<file path="src/rtl/core/periodic_subcell_corner_indexer_macros.svh">
// ----------------------------------------------------------------------------
// Assertion macros for the periodic subcell corner indexer
// Short forms of clocked, reset-gated concurrent assertions.
// ----------------------------------------------------------------------------
`ifndef PERIODIC_SUBCELL_CORNER_INDEXER_MACROS_SVH
`define PERIODIC_SUBCELL_CORNER_INDEXER_MACROS_SVH

// Same-cycle implication, checked on every rising clock edge outside reset
`define PSCI_ASSERT_IMPL(lbl, ante, cons, msg) \
  lbl: assert property (@(posedge clk_i) disable iff (!rst_ni) (ante) |-> (cons)) \
    else $error(msg);

// Next-cycle implication, checked on every rising clock edge outside reset
`define PSCI_ASSERT_NEXT(lbl, ante, cons, msg) \
  lbl: assert property (@(posedge clk_i) disable iff (!rst_ni) (ante) |=> (cons)) \
    else $error(msg);

`endif

</file>
<file path="src/rtl/core/psci_pkg.sv">
// ----------------------------------------------------------------------------
// psci_pkg
// Shared constants and types of the periodic subcell corner indexer.
// ----------------------------------------------------------------------------
`timescale 1ns / 1ps

package psci_pkg;

  // Field widths
  localparam int unsigned IDX_W       = 24;  // linear point index
  localparam int unsigned CFG_W       = 9;   // configuration write data
  localparam int unsigned CFG_IDX_W   = 2;   // configuration register index
  localparam int unsigned CORNER_W    = 3;   // corner number

  // Default largest grid dimension
  localparam int unsigned MAX_DIM_DEF = 256;

  // Quotient bits resolved per divider cycle
  localparam int unsigned Q_BITS      = 3;

  // Entries in the queue between front and back
  localparam int unsigned QUEUE_DEPTH = 2;

  // Cycles for the dimension products to settle after a register write
  localparam int unsigned SETTLE_CYC  = 2;
  localparam int unsigned SETTLE_W    = 2;

  // Last corner of a subcell
  localparam logic [CORNER_W-1:0] LAST_CORNER = 3'd7;

  // Configuration register indexes
  typedef enum logic [CFG_IDX_W-1:0] {
    REG_DIM_FIRST  = 2'd0,
    REG_DIM_SECOND = 2'd1,
    REG_DIM_THIRD  = 2'd2
  } psci_reg_e;

  // Queue status seen by both sides
  typedef struct packed {
    logic full;
    logic empty;
  } psci_qstat_t;

endpackage

</file>
<file path="src/rtl/core/psci_queue.sv">
// ----------------------------------------------------------------------------
// psci_queue
// Short first-in first-out queue that decouples the decoder from the emitter.
// ----------------------------------------------------------------------------
`timescale 1ns / 1ps

module psci_queue #(
  parameter int unsigned Width = 8,
  parameter int unsigned Depth = psci_pkg::QUEUE_DEPTH
) (
  input  logic                      clk_i,
  input  logic                      rst_ni,
  input  logic                      push_i,
  input  logic [Width-1:0]          push_data_i,
  input  logic                      pop_i,
  output logic [Width-1:0]          pop_data_o,
  output psci_pkg::psci_qstat_t     stat_o
);
  import psci_pkg::*;

  localparam int unsigned PtrW = (Depth > 1) ? $clog2(Depth) : 1;
  localparam int unsigned CntW = $clog2(Depth + 1);

  logic [Width-1:0] mem_q [Depth];
  logic [PtrW-1:0]  wr_ptr_q, rd_ptr_q;
  logic [CntW-1:0]  cnt_q;
  logic             do_push, do_pop;

  assign stat_o.full  = (cnt_q == CntW'(Depth));
  assign stat_o.empty = (cnt_q == '0);
  assign do_push      = push_i && !stat_o.full;
  assign do_pop       = pop_i && !stat_o.empty;
  assign pop_data_o   = mem_q[rd_ptr_q];

  // Storage, no reset needed
  always_ff @(posedge clk_i) begin
    if (do_push) begin
      mem_q[wr_ptr_q] <= push_data_i;
    end
  end

  // Pointers and fill count
  always_ff @(posedge clk_i or negedge rst_ni) begin
    if (!rst_ni) begin
      wr_ptr_q <= '0;
      rd_ptr_q <= '0;
      cnt_q    <= '0;
    end else begin
      if (do_push) begin
        wr_ptr_q <= (wr_ptr_q == PtrW'(Depth - 1)) ? '0 : wr_ptr_q + 1'b1;
      end
      if (do_pop) begin
        rd_ptr_q <= (rd_ptr_q == PtrW'(Depth - 1)) ? '0 : rd_ptr_q + 1'b1;
      end
      cnt_q <= cnt_q + CntW'(do_push) - CntW'(do_pop);
    end
  end

endmodule

</file>
<file path="src/rtl/core/psci_front.sv">
// ----------------------------------------------------------------------------
// psci_front
// Accepts an item, checks it against the grid size and decodes the linear
// index into axis coordinates with a shared radix-8 restoring divider.
// ----------------------------------------------------------------------------
`timescale 1ns / 1ps

module psci_front #(
  parameter int unsigned DimW = 9
) (
  input  logic                       clk_i,
  input  logic                       rst_ni,
  input  logic                       accept_i,
  input  logic [psci_pkg::IDX_W-1:0] point_index_i,
  input  logic [2*DimW-1:0]          plane_i,
  input  logic [3*DimW-1:0]          total_i,
  input  logic [DimW-1:0]            dim_second_i,
  input  psci_pkg::psci_qstat_t      q_stat_i,
  output logic                       push_o,
  output logic [3*DimW:0]            push_data_o,
  output logic                       busy_o
);
  import psci_pkg::*;

  localparam int unsigned NumIter = (DimW + Q_BITS - 1) / Q_BITS;
  localparam int unsigned QW      = NumIter * Q_BITS;
  localparam int unsigned DW      = (IDX_W > 2 * DimW + QW) ? IDX_W : 2 * DimW + QW;
  localparam int unsigned TW      = 3 * DimW;
  localparam int unsigned CW      = (IDX_W > TW) ? IDX_W : TW;
  localparam int unsigned IterW   = (NumIter > 1) ? $clog2(NumIter) : 1;

  typedef enum logic [1:0] {
    FE_IDLE,
    FE_DIV_C,
    FE_DIV_A,
    FE_ERR
  } fe_state_e;

  fe_state_e        state_q;
  logic [IterW-1:0] iter_q;
  logic [DW-1:0]    rem_q, dsh_q;
  logic [QW-1:0]    quo_q;
  logic [DimW-1:0]  c_q;

  logic [DW-1:0]    rem_step, dsh_step;
  logic [QW-1:0]    quo_step;
  logic             is_last;
  logic             idx_err;

  // Out-of-grid test on the incoming index
  assign idx_err = (total_i == '0) || (CW'(point_index_i) >= CW'(total_i));
  assign is_last = (iter_q == IterW'(NumIter - 1));

  // One divider cycle: Q_BITS compare-subtract steps
  always_comb begin
    logic [DW-1:0] r;
    logic [DW-1:0] d;
    logic [QW-1:0] q;
    r = rem_q;
    d = dsh_q;
    q = quo_q;
    for (int j = 0; j < Q_BITS; j++) begin
      if (r >= d) begin
        r = r - d;
        q = {q[QW-2:0], 1'b1};
      end else begin
        q = {q[QW-2:0], 1'b0};
      end
      d = d >> 1;
    end
    rem_step = r;
    dsh_step = d;
    quo_step = q;
  end

  // Queue write: decoded point {err, c, b, a} or an error marker
  assign push_o = ((state_q == FE_DIV_A && is_last) || state_q == FE_ERR) && !q_stat_i.full;
  always_comb begin
    if (state_q == FE_ERR) begin
      push_data_o = {1'b1, {(3 * DimW){1'b0}}};
    end else begin
      push_data_o = {1'b0, c_q, rem_step[DimW-1:0], quo_step[DimW-1:0]};
    end
  end

  assign busy_o = (state_q != FE_IDLE);

  // Sequencer and divider registers
  always_ff @(posedge clk_i or negedge rst_ni) begin
    if (!rst_ni) begin
      state_q <= FE_IDLE;
      iter_q  <= '0;
      rem_q   <= '0;
      dsh_q   <= '0;
      quo_q   <= '0;
      c_q     <= '0;
    end else begin
      unique case (state_q)
        FE_IDLE: begin
          if (accept_i) begin
            rem_q   <= DW'(point_index_i);
            dsh_q   <= DW'(plane_i) << (QW - 1);
            quo_q   <= '0;
            iter_q  <= '0;
            state_q <= idx_err ? FE_ERR : FE_DIV_C;
          end
        end
        // third-axis coordinate: index / plane
        FE_DIV_C: begin
          rem_q <= rem_step;
          if (is_last) begin
            c_q     <= quo_step[DimW-1:0];
            dsh_q   <= DW'(dim_second_i) << (QW - 1);
            quo_q   <= '0;
            iter_q  <= '0;
            state_q <= FE_DIV_A;
          end else begin
            dsh_q  <= dsh_step;
            quo_q  <= quo_step;
            iter_q <= iter_q + 1'b1;
          end
        end
        // first and second axis: remainder / dim_second
        FE_DIV_A: begin
          if (!is_last) begin
            rem_q  <= rem_step;
            dsh_q  <= dsh_step;
            quo_q  <= quo_step;
            iter_q <= iter_q + 1'b1;
          end else if (!q_stat_i.full) begin
            state_q <= FE_IDLE;
          end
        end
        FE_ERR: begin
          if (!q_stat_i.full) begin
            state_q <= FE_IDLE;
          end
        end
        default: state_q <= FE_IDLE;
      endcase
    end
  end

endmodule

</file>
<file path="src/rtl/core/psci_back.sv">
// ----------------------------------------------------------------------------
// psci_back
// Takes decoded points from the queue, forms the wrapped axis terms and
// emits the eight corner indices, one per cycle.
// ----------------------------------------------------------------------------
`timescale 1ns / 1ps

module psci_back #(
  parameter int unsigned DimW = 9
) (
  input  logic                          clk_i,
  input  logic                          rst_ni,
  input  logic [DimW-1:0]               dim_first_i,
  input  logic [DimW-1:0]               dim_second_i,
  input  logic [DimW-1:0]               dim_third_i,
  input  logic [2*DimW-1:0]             plane_i,
  input  psci_pkg::psci_qstat_t         q_stat_i,
  input  logic [3*DimW:0]               q_data_i,
  output logic                          pop_o,
  output logic                          res_valid_o,
  output logic [psci_pkg::IDX_W-1:0]    corner_index_o,
  output logic [psci_pkg::CORNER_W-1:0] corner_number_o,
  output logic                          last_corner_o,
  output logic                          index_error_o
);
  import psci_pkg::*;

  localparam int unsigned PW = (3 * DimW > IDX_W) ? 3 * DimW : IDX_W;

  // Queue head
  logic            h_err;
  logic [DimW-1:0] h_a, h_b, h_c;
  logic [DimW:0]   a_inc, b_inc, c_inc;
  logic [DimW-1:0] na, nb, nc;
  logic [PW-1:0]   prod_c0, prod_c1;

  // Term stage
  logic              t_vld_q, t_err_q;
  logic [2*DimW-1:0] t_a_q [2];
  logic [DimW-1:0]   t_b_q [2];
  logic [IDX_W-1:0]  t_c_q [2];

  // Emission stage
  logic              e_vld_q, e_err_q;
  logic [CORNER_W-1:0] k_q;
  logic [2*DimW-1:0] e_a_q [2];
  logic [DimW-1:0]   e_b_q [2];
  logic [IDX_W-1:0]  e_c_q [2];

  // Result register
  logic                res_valid_q, last_q, err_q;
  logic [IDX_W-1:0]    corner_q;
  logic [CORNER_W-1:0] num_q;

  logic             e_done, load_e;
  logic [IDX_W-1:0] corner_sum;

  assign {h_err, h_c, h_b, h_a} = q_data_i;

  // Periodic +1 step on each axis
  assign a_inc = {1'b0, h_a} + 1'b1;
  assign b_inc = {1'b0, h_b} + 1'b1;
  assign c_inc = {1'b0, h_c} + 1'b1;
  assign na    = (a_inc >= {1'b0, dim_first_i})  ? '0 : a_inc[DimW-1:0];
  assign nb    = (b_inc >= {1'b0, dim_second_i}) ? '0 : b_inc[DimW-1:0];
  assign nc    = (c_inc >= {1'b0, dim_third_i})  ? '0 : c_inc[DimW-1:0];

  assign prod_c0 = PW'(plane_i) * PW'(h_c);
  assign prod_c1 = PW'(plane_i) * PW'(nc);

  // Stage handshakes
  assign e_done = e_vld_q && (e_err_q || k_q == LAST_CORNER);
  assign load_e = t_vld_q && (!e_vld_q || e_done);
  assign pop_o  = !q_stat_i.empty && (!t_vld_q || load_e);

  // Corner index: first-axis term + second-axis term + third-axis term
  assign corner_sum = IDX_W'(e_a_q[k_q[0]]) + IDX_W'(e_b_q[k_q[1]]) + e_c_q[k_q[2]];

  // Term, emission and result payload
  always_ff @(posedge clk_i) begin
    if (pop_o) begin
      t_err_q  <= h_err;
      t_a_q[0] <= (2 * DimW)'(dim_second_i) * (2 * DimW)'(h_a);
      t_a_q[1] <= (2 * DimW)'(dim_second_i) * (2 * DimW)'(na);
      t_b_q[0] <= h_b;
      t_b_q[1] <= nb;
      t_c_q[0] <= prod_c0[IDX_W-1:0];
      t_c_q[1] <= prod_c1[IDX_W-1:0];
    end
    if (load_e) begin
      e_err_q <= t_err_q;
      e_a_q   <= t_a_q;
      e_b_q   <= t_b_q;
      e_c_q   <= t_c_q;
    end
    if (e_vld_q) begin
      corner_q <= e_err_q ? '0 : corner_sum;
      num_q    <= e_err_q ? '0 : k_q;
      last_q   <= e_done;
      err_q    <= e_err_q;
    end
  end

  // Stage valids and corner counter
  always_ff @(posedge clk_i or negedge rst_ni) begin
    if (!rst_ni) begin
      t_vld_q     <= 1'b0;
      e_vld_q     <= 1'b0;
      k_q         <= '0;
      res_valid_q <= 1'b0;
    end else begin
      if (pop_o) begin
        t_vld_q <= 1'b1;
      end else if (load_e) begin
        t_vld_q <= 1'b0;
      end
      if (load_e) begin
        e_vld_q <= 1'b1;
        k_q     <= '0;
      end else if (e_done) begin
        e_vld_q <= 1'b0;
      end else if (e_vld_q) begin
        k_q <= k_q + 1'b1;
      end
      res_valid_q <= e_vld_q;
    end
  end

  assign res_valid_o     = res_valid_q;
  assign corner_index_o  = corner_q;
  assign corner_number_o = num_q;
  assign last_corner_o   = last_q;
  assign index_error_o   = err_q;

endmodule

</file>
<file path="src/rtl/core/periodic_subcell_corner_indexer.sv">
// ----------------------------------------------------------------------------
// periodic_subcell_corner_indexer
// Decodes a linear grid index and emits the eight wrapped subcell corners.
//
//   channel  | handshake                | payload
//   ---------+--------------------------+-----------------------------------
//   config   | cfg_we_i                 | cfg_idx_i, cfg_wdata_i
//   item in  | start_i && !busy_o       | point_index_i
//   result   | res_valid_o (one cycle)  | corner_index_o, corner_number_o,
//            |                          | last_corner_o, index_error_o
//
// A valid item yields eight results, one per cycle, so the emitter sets the
// sustained rate. The decoder takes no new item until it has queued the last
// one; an out-of-grid item yields one error result. busy_o is high during a
// register write and after it, while the plane and total products settle.
// Reset clears control only; results cannot be stalled, and a full queue
// holds the decoder.
// ----------------------------------------------------------------------------
`timescale 1ns / 1ps
`include "periodic_subcell_corner_indexer_macros.svh"

module periodic_subcell_corner_indexer #(
  parameter int unsigned MaxDim = psci_pkg::MAX_DIM_DEF
) (
  input  logic                          clk_i,
  input  logic                          rst_ni,
  input  logic                          cfg_we_i,
  input  logic [psci_pkg::CFG_IDX_W-1:0] cfg_idx_i,
  input  logic [psci_pkg::CFG_W-1:0]    cfg_wdata_i,
  input  logic                          start_i,
  input  logic [psci_pkg::IDX_W-1:0]    point_index_i,
  output logic                          busy_o,
  output logic                          res_valid_o,
  output logic [psci_pkg::IDX_W-1:0]    corner_index_o,
  output logic [psci_pkg::CORNER_W-1:0] corner_number_o,
  output logic                          last_corner_o,
  output logic                          index_error_o
);
  import psci_pkg::*;

  localparam int unsigned CfgMax = (2 ** CFG_W) - 1;
  localparam int unsigned DimCap = (MaxDim < CfgMax) ? MaxDim : CfgMax;
  localparam int unsigned DimW   = $clog2(DimCap + 1);
  localparam int unsigned EntW   = 3 * DimW + 1;

  logic [DimW-1:0]     dim_first_q, dim_second_q, dim_third_q;
  logic [DimW-1:0]     cfg_sat;
  logic [2*DimW-1:0]   plane_q;
  logic [3*DimW-1:0]   total_q;
  logic [SETTLE_W-1:0] settle_q;

  logic                front_busy, accept;
  logic                q_push, q_pop;
  logic [EntW-1:0]     q_push_data, q_pop_data;
  psci_qstat_t         q_stat;

  // Saturate written dimensions to MaxDim
  assign cfg_sat = (32'(cfg_wdata_i) > MaxDim) ? DimW'(MaxDim) : DimW'(cfg_wdata_i);

  // Dimension registers
  always_ff @(posedge clk_i or negedge rst_ni) begin
    if (!rst_ni) begin
      dim_first_q  <= DimW'(1);
      dim_second_q <= DimW'(1);
      dim_third_q  <= DimW'(1);
    end else if (cfg_we_i) begin
      unique case (psci_reg_e'(cfg_idx_i))
        REG_DIM_FIRST:  dim_first_q  <= cfg_sat;
        REG_DIM_SECOND: dim_second_q <= cfg_sat;
        REG_DIM_THIRD:  dim_third_q  <= cfg_sat;
        default: ;
      endcase
    end
  end

  // Plane and total grid size, one multiply per stage
  always_ff @(posedge clk_i) begin
    plane_q <= (2 * DimW)'(dim_first_q) * (2 * DimW)'(dim_second_q);
    total_q <= (3 * DimW)'(plane_q) * (3 * DimW)'(dim_third_q);
  end

  // Hold off items until the products match the registers
  always_ff @(posedge clk_i or negedge rst_ni) begin
    if (!rst_ni) begin
      settle_q <= SETTLE_W'(SETTLE_CYC);
    end else if (cfg_we_i) begin
      settle_q <= SETTLE_W'(SETTLE_CYC);
    end else if (settle_q != '0) begin
      settle_q <= settle_q - 1'b1;
    end
  end

  assign busy_o = front_busy || cfg_we_i || (settle_q != '0);
  assign accept = start_i && !busy_o;

  psci_front #(
    .DimW (DimW)
  ) u_front (
    .clk_i         (clk_i),
    .rst_ni        (rst_ni),
    .accept_i      (accept),
    .point_index_i (point_index_i),
    .plane_i       (plane_q),
    .total_i       (total_q),
    .dim_second_i  (dim_second_q),
    .q_stat_i      (q_stat),
    .push_o        (q_push),
    .push_data_o   (q_push_data),
    .busy_o        (front_busy)
  );

  psci_queue #(
    .Width (EntW),
    .Depth (QUEUE_DEPTH)
  ) u_queue (
    .clk_i       (clk_i),
    .rst_ni      (rst_ni),
    .push_i      (q_push),
    .push_data_i (q_push_data),
    .pop_i       (q_pop),
    .pop_data_o  (q_pop_data),
    .stat_o      (q_stat)
  );

  psci_back #(
    .DimW (DimW)
  ) u_back (
    .clk_i           (clk_i),
    .rst_ni          (rst_ni),
    .dim_first_i     (dim_first_q),
    .dim_second_i    (dim_second_q),
    .dim_third_i     (dim_third_q),
    .plane_i         (plane_q),
    .q_stat_i        (q_stat),
    .q_data_i        (q_pop_data),
    .pop_o           (q_pop),
    .res_valid_o     (res_valid_o),
    .corner_index_o  (corner_index_o),
    .corner_number_o (corner_number_o),
    .last_corner_o   (last_corner_o),
    .index_error_o   (index_error_o)
  );

  // Error results stand alone and carry zero fields
  `PSCI_ASSERT_IMPL(a_err_single, res_valid_o && index_error_o,
                    last_corner_o && corner_index_o == '0 && corner_number_o == '0,
                    "error result not a lone zero result")
  // Corners of one subcell come in consecutive cycles and in order
  `PSCI_ASSERT_NEXT(a_corner_seq, res_valid_o && !last_corner_o,
                    res_valid_o && corner_number_o == $past(corner_number_o) + 3'd1,
                    "corner run broken or out of order")
  // A run of good corners ends on the last corner
  `PSCI_ASSERT_IMPL(a_last_is_seven, res_valid_o && last_corner_o && !index_error_o,
                    corner_number_o == LAST_CORNER,
                    "run ended before the last corner")

endmodule

</file>
<file path="config.mk">
export PLATFORM = sky130hd
export DESIGN_NAME = periodic_subcell_corner_indexer
export DESIGN_NICKNAME = d
export VERILOG_FILES = /design/src/rtl/core/psci_pkg.sv /design/src/rtl/core/psci_queue.sv /design/src/rtl/core/psci_front.sv /design/src/rtl/core/psci_back.sv /design/src/rtl/core/periodic_subcell_corner_indexer.sv
export VERILOG_INCLUDE_DIRS = /design/src /design/src/rtl/core
export SDC_FILE = /design/constraint.sdc
export NUM_CORES = 2
export LEC_CHECK = 0
export BUFFER_PORTS_ARGS = -buffer_cell sky130_fd_sc_hd__buf_2
export CAP_MARGIN = 30
export CORE_MARGIN = 1
export CORE_UTILIZATION = 40
export CTS_CLUSTER_DIAMETER = 50
export DETAILED_ROUTE_END_ITERATION = 12
export SYNTH_ARGS = -nofsm -noshare
export SYNTH_HDL_FRONTEND = slang
export SYNTH_SLANG_ARGS = --single-unit
</file>
<file path="constraint.sdc">
create_clock -name clk_i -period 8.9 [get_ports clk_i]
set_input_delay 0.89 -clock clk_i [delete_from_list [all_inputs] [get_ports clk_i]]
set_output_delay 0.89 -clock clk_i [all_outputs]
set_load 0.02 [all_outputs]
</file>
Word level (Yosys, flattened, before mapping)
Memory sizes are Yosys's and may differ from the RTL's.
Index checks and enable logic that the tools add are counted.
- bits in registers: 392
- RAM bits: 56
- input port bits: 39
- output and inout bits: 31
- logic and storage cells: 177
- memories kept: 1
- memory list (name ; depth ; bits a word ; read ports ; clocked after memory_dff ; wr ports ; RTL line ; RTL):
    u_queue.mem_q ; 2 ; 28 ; 1 ; 0 ; 1 ; psci_queue.sv:24 ; logic [Width-1:0] mem_q [Depth];
- $add $sub $neg: 15
- $mul: 6
- $lt $le $gt $ge: 11
- eq/ne operators: 13
- muxes and demuxes: 53
- bitwise gates (word level): 3
- reduce and logical (&&, ||, !) cells: 38
- operator list (operator ; count):
    27-bit 2-to-1 mux ; 7
    27-bit one-hot mux with 3 select lines ; 2
    24-bit 2-to-1 mux ; 4
    9-bit by 9-bit multiplier with 18-bit output ; 3
    18-bit 2-to-1 mux ; 3
    9-bit 2-to-1 mux ; 6
    18-bit by 9-bit multiplier with 24-bit output ; 2
    9-bit by 1-bit adder with 10-bit output (second input constant) ; 3
    10-bit by 9-bit >= comparator with 1-bit output ; 3
    28-bit 2-to-1 mux ; 1
    24-bit by 27-bit >= comparator with 1-bit output ; 1
    27-bit by 25-bit >= comparator with 1-bit output ; 1
    27-bit by 26-bit >= comparator with 1-bit output ; 1
    27-bit >= comparator ; 1
    27-bit logical NOT ; 1
    18-bit by 9-bit multiplier with 27-bit output ; 1
    27-bit by 25-bit subtractor with 27-bit output ; 1
    27-bit by 26-bit subtractor with 27-bit output ; 1
    27-bit subtractor ; 1
    24-bit adder ; 1
    2-bit 2-to-1 mux ; 10
    18-bit by 9-bit adder with 19-bit output ; 1
    6-bit 2-to-1 mux ; 3
    6-bit one-hot mux with 3 select lines ; 1
    other kinds (26) ; 80

Longest topological paths before layout
- word-level depth: 9
- mapped depth: 40
- gate-level depth less buffers: 35

Hierarchy
From an unflattened synthesis, not the netlist that was laid out.
- cells, all modules: 4740
- area, all modules: 45811.4 sq um
- by module, submodules not included (module ; times used ; cells each ; area an instance (sq um) ; sequential area each (sq um)):
    psci_back ; 1 ; 2387 ; 24712.5 ; 7206.9
    periodic_subcell_corner_indexer ; 1 ; 1086 ; 9823.2 ; 1631.6
    psci_front ; 1 ; 1162 ; 9009.9 ; 1801.7
    psci_queue ; 1 ; 105 ; 2265.9 ; 1781.7

Least setup slack after synthesis
Ideal clock, no wire load.
- path type: flip-flop to flip-flop
- start point: register u_queue.rd_ptr_q
- end point: register u_back.t_a_q[17] (netlist name), data pin
- library setup time: 260 ps
- arrival time: 8428 ps
- required time: 8640 ps
- setup slack: 212 ps
- cell stages (with the launch flop): 36
- path buffers: 4
- period minus slack after synthesis: 8688 ps
- cells stage by stage: dfrtp_1 clkbuf_1 clkbuf_1 buf_1 mux2_2 xnor2_1 inv_1 ha_1 a21o_1 a21o_1 a21o_1 a21o_1 a21oi_1 o221ai_1 clkbuf_1 nor2_1 nand2_1 fa_1 inv_1 fa_1 ha_1 inv_1 fa_1 inv_1 ha_1 a21o_1 a21oi_1 o21ai_0 a21oi_1 o21ai_0 a21oi_1 o21bai_1 a2111o_1 a31o_2 a21oi_1 xnor2_1
- cells in the longest elaborated chain, start to end: 5
- ends and longest elaborated chain (what ; RTL line ; RTL):
    start: declaration ; psci_queue.sv:25 ; logic [PtrW-1:0] wr_ptr_q, rd_ptr_q;
    start signal: assignment ; psci_queue.sv:53 ; rd_ptr_q <= (rd_ptr_q == PtrW'(Depth - 1)) ? '0 : rd_ptr_q + 1'b1;
    memory 2 x 28 bit * ; - ;
    9-bit by 1-bit adder with 10-bit output * ; psci_back.sv:61 ; assign a_inc = {1'b0, h_a} + 1'b1;
    10-bit by 9-bit >= comparator with 1-bit output ; psci_back.sv:64 ; assign na = (a_inc >= {1'b0, dim_first_i}) ? '0 : a_inc[DimW-1:0];
    9-bit 2-to-1 mux * ; psci_back.sv:64 ;
    9-bit by 9-bit multiplier with 18-bit output * ; psci_back.sv:84 ; t_a_q[1] <= (2 * DimW)'(dim_second_i) * (2 * DimW)'(na);
    end: declaration ; psci_back.sv:39 ; logic [2*DimW-1:0] t_a_q [2];
Every way passes the cells marked *; elsewhere a longest branch is shown, timed or not.
A chain may end at the register's enable or synchronous reset.

Final worst setup path
- start point: register u_front.dsh_q[16]
- end point: register u_front.rem_q[24]
- cells in the longest elaborated chain, start to end: 8
- elaborated cells on any way between the ends: 11
- classes of those cells: 3 x add/sub; 3 x order compare; 5 x mux
- ends and longest elaborated chain (what ; RTL line ; RTL):
    start: declaration ; psci_front.sv:41 ; logic [DW-1:0] rem_q, dsh_q;
    start signal: assignment ; psci_front.sv:102 ; dsh_q <= DW'(plane_i) << (QW - 1);
    start signal: assignment ; psci_front.sv:113 ; dsh_q <= DW'(dim_second_i) << (QW - 1);
    start signal: assignment ; psci_front.sv:118 ; dsh_q <= dsh_step;
    27-bit subtractor / 27-bit >= comparator (equally long branches) ; psci_front.sv:64, psci_front.sv:63 ;
    27-bit 2-to-1 mux ; psci_front.sv:63 ; if (r >= d) begin
    27-bit by 26-bit subtractor with 27-bit output / 27-bit by 26-bit >= comparator with 1-bit output (equally long branches) ; psci_front.sv:64, psci_front.sv:63 ;
    27-bit 2-to-1 mux ; psci_front.sv:63 ;
    27-bit by 25-bit subtractor with 27-bit output / 27-bit by 25-bit >= comparator with 1-bit output (equally long branches) ; psci_front.sv:64, psci_front.sv:63 ;
    27-bit 2-to-1 mux * ; psci_front.sv:63 ;
    27-bit 2-to-1 mux ; psci_front.sv:125 ; if (!is_last) begin
    27-bit one-hot mux with 3 select lines * ; psci_front.sv:98 ; unique case (state_q)
    end signal: assignment ; psci_front.sv:101 ; rem_q <= DW'(point_index_i);
    end signal: assignment ; psci_front.sv:110 ; rem_q <= rem_step;
    end signal: assignment ; psci_front.sv:126 ; rem_q <= rem_step;
    end: declaration ; psci_front.sv:41 ;
Every way passes the cells marked *; elsewhere a longest branch is shown, timed or not. The select of a mux whose other input is x is not followed.

==> impl_metrics.py <==
metrics = {
    "outcome": {
        "status": "finished, final reports clean",
    },
    "routing": {
        "wl_mm": 119.3,
        "drc": 0,
        "ant_nets": 0,
        "viasPerCell": 5.223,
        "drt_iter0_drc": 2190,
        "num_vias": 32993,
        "post_drt_wl_per_cell_um": 18.89,
        "firstDrtPassIters": 6,
    },
    "timing": {
        "min_period_ps": 8473,
        "fmax_mhz": 118.0,
        "clock_skew_ps": 39.31,
        "timing.final.crit_share_pct": 95.20,
        "slew_headroom_pct": 33.62,
        "finalHoldViolCount": 0,
        "rsz0062_at_grt": "false",
        "slew_viol_final": 0,
        "setup_viol": 0,
        "worstMarginPinSlew_ps": 993.4,
        "setup_tns_ps": 0,
    },
    "worst_setup_path": {
        "path_buf_inv": 2,
        "critPathMaxStageDelay_ps": 440,
        "criticalPathCategory": "flop to flop",
        "reg2reg_depth": 31,
        "cp_common_cell": "ha_1",
        "cp.depth": 31,
        "cp-start-kind": "flop",
        "worstSetupEndpointType": "flop",
        "cp_top_family": "compound AO/OA/AOI/OAI gates",
        "worstPathMaxFanout": 19,
        "cp_data_arrival_time_ps": 8970,
        "cpMaxStageDelayCell": "fa_1",
        "cp.required_ps": 9400,
    },
    "synth": {
        "ys_seq_area_share_pct": 27.45,
        "ys.flop_type": "edfxtp_1",
        "syn_avg_cell_area_um2": 9.533,
        "ys_warn_count": 0,
        "syn-num-nets": 5678,
        "async_reset_ff_share_pct": 24.83,
        "ys_ff_latch": 447,
        "netlist_area_um2": 45240,
        "synth_cell_types": 87,
        "synth_edf_count": 291,
        "synthCells": 4746,
    },
    "floorplan": {
        "die_y_um": 338.3,
        "die_w_um": 338.3,
        "ios": 70,
        "dieArea_um2": 114500,
        "core_um2": 112300,
        "start_util_pct": 40.27,
        "rows": 123,
    },
    "cts": {
        "clkTransAtPathRegs_ps": 60,
        "clockBufferDepth": 3,
        "cts.sinks": 447,
        "cts_tree": "done",
        "insertion_delay_ps": 640,
        "root_buffer": "clkbuf_16",
        "cts_max_level": 3,
        "cts-buffers-inserted": 67,
    },
    "grt": {
        "antenna_found_initial": 4,
        "grt_pass1_vias": 33163,
        "gr-total-overflow": 0,
        "track_usage_pct": 20.90,
        "grt_pass1_wl_mm": 188.1,
        "grt_max_degree": 65,
    },
    "cells_and_area": {
        "syn2layout_area_growth_pct": 9.839,
        "layout_common_cells": "inv_1, nand2_1, fa_1",
        "regArea_um2": 12430,
        "layout.nets": 5696,
        "drive_gt1_share_pct": 8.449,
        "multiInputGateArea_um2": 29410,
        "num_antenna_cells": 0,
        "layout_commonest_cell": "inv_1",
        "nFillCells": 10901,
    },
    "place": {
        "place_congestion": 0.9499,
        "hpwlAfterDp_mm": 90.72,
        "portBuffers": 69,
    },
    "run": {
        "maxCapViolCount": 0,
    },
    "worst_hold_path": {
        "hold_path.class": "primary input to async pin",
    },
}
## cell type report
cell class	instances	share of cell area, %
inverter	717	5.416
clock buffer	74	3.467
tap	1500	3.777
timing repair buffer	157	2.120
multi-input combinational	3374	59.17
sequential	447	25.01
clock inverter	48	1.042
## cell usage after synthesis (12+ instances only)
cell | number | share of area [%]
o31ai_1 | 18 | 0.30
o21bai_1 | 23 | 0.38
o22ai_1 | 12 | 0.17
clkbuf_1 | 194 | 1.6
nand3_1 | 66 | 0.73
a221oi_1 | 12 | 0.23
o21a_1 | 24 | 0.40
a211oi_1 | 16 | 0.27
nor4_1 | 15 | 0.21
nor3_1 | 85 | 0.94
nor2b_1 | 85 | 1.2
nand2b_1 | 46 | 0.64
o31a_1 | 13 | 0.25
a21o_1 | 65 | 1.1
xor2_1 | 69 | 1.3
and2_1 | 212 | 2.9
and3_1 | 36 | 0.50
dfxtp_1 | 45 | 2.0
mux2i_1 | 30 | 0.66
nor2_1 | 214 | 1.8
xnor2_1 | 145 | 2.8
a21oi_1 | 170 | 1.9
o211ai_1 | 20 | 0.33
nand2_1 | 617 | 5.1
mux2_2 | 73 | 1.8
ha_1 | 403 | 11
a21boi_0 | 13 | 0.22
edfxtp_1 | 291 | 19
o21ai_0 | 191 | 2.1
a31oi_1 | 32 | 0.44
fa_1 | 490 | 22
nand4_1 | 25 | 0.35
or3_1 | 22 | 0.30
dfrtp_1 | 107 | 5.9
inv_1 | 713 | 5.9
## stage by stage
stage               cell area, um^2  worst slack, ps  instances  hold slack, ps  util (%)
finish                        49700            427.2       6317           314.2     44.24
global route                  49700            52.33       6317           359.0     44.24
CTS                           49620            18.69       6312           309.7     44.16
detailed placement            47370            79.46       6190           404.5     42.17
global placement              47350            344.7       6189           400.6     42.15
floorplan                     45240            212.4       4746           400.3         -
## metal layers
| metal | share of wire (%) | wire length, um | vias up | global-route usage (%) |
|---|---|---|---|---|
| li1 | - | - | 15604 | - |
| met1 | 46 | 54680 | 16295 | 29.19 |
| met2 | 45 | 53790 | 915 | 33.31 |
| met3 | 6.2 | 7362 | 177 | 3.364 |
| met4 | 2.9 | 3491 | 2 | 6.203 |
| met5 | 0.0084 | 10 | - | 0 |
## kinds of logic after synthesis
kind of cell	after synthesis	share of synthesized area (%)
mux	103	2.481
compound gates	698	9.991
flops	447	27.45
simple gates	1464	15.36
buf+inv	927	7.743
xor+xnor	214	4.143
fa+ha+maj	893	32.83
## state kept, by name (all words and copies together), names as in the netlist, 24 cells and up
name and count:
total_q 27, u_front.dsh_q 26, u_front.rem_q 27, u_back.t_c_q 48, u_back.t_a_q 36, u_queue.mem_q 56
u_back.corner_index_o 24, u_back.e_a_q 36, u_back.e_c_q 48
## what timing repair did
action | in CTS | in global routing
resized for setup | 0 | 7
setup endpoints to repair | 0 | 49
hold buffers | 0 | 0
setup buffers | 0 | 2
## final timing paths
kind                                          startpoint                            end  slack [ps]
max                        u_front.dsh_q[16]$_DFFE_PN0P_  u_front.rem_q[24]$_DFFE_PN0P_         430
min                                               rst_ni        settle_q[0]$_DFFE_PN0P_         310
max reg2reg                u_front.dsh_q[16]$_DFFE_PN0P_  u_front.rem_q[24]$_DFFE_PN0P_         430
min reg2reg                u_back.t_b_q[3]$_SDFFCE_PP0P_      u_back.e_b_q[3]$_DFFE_PP_         400
max in group asynchronous                         rst_ni    dim_second_q[0]$_DFFE_PN1P_        7430
min in group clk_i         u_back.t_b_q[3]$_SDFFCE_PP0P_      u_back.e_b_q[3]$_DFFE_PP_         400
Power is left out: the tool's default activity adds up to more than one toggle a clock period on the data nets, which glitch-free logic cannot reach.
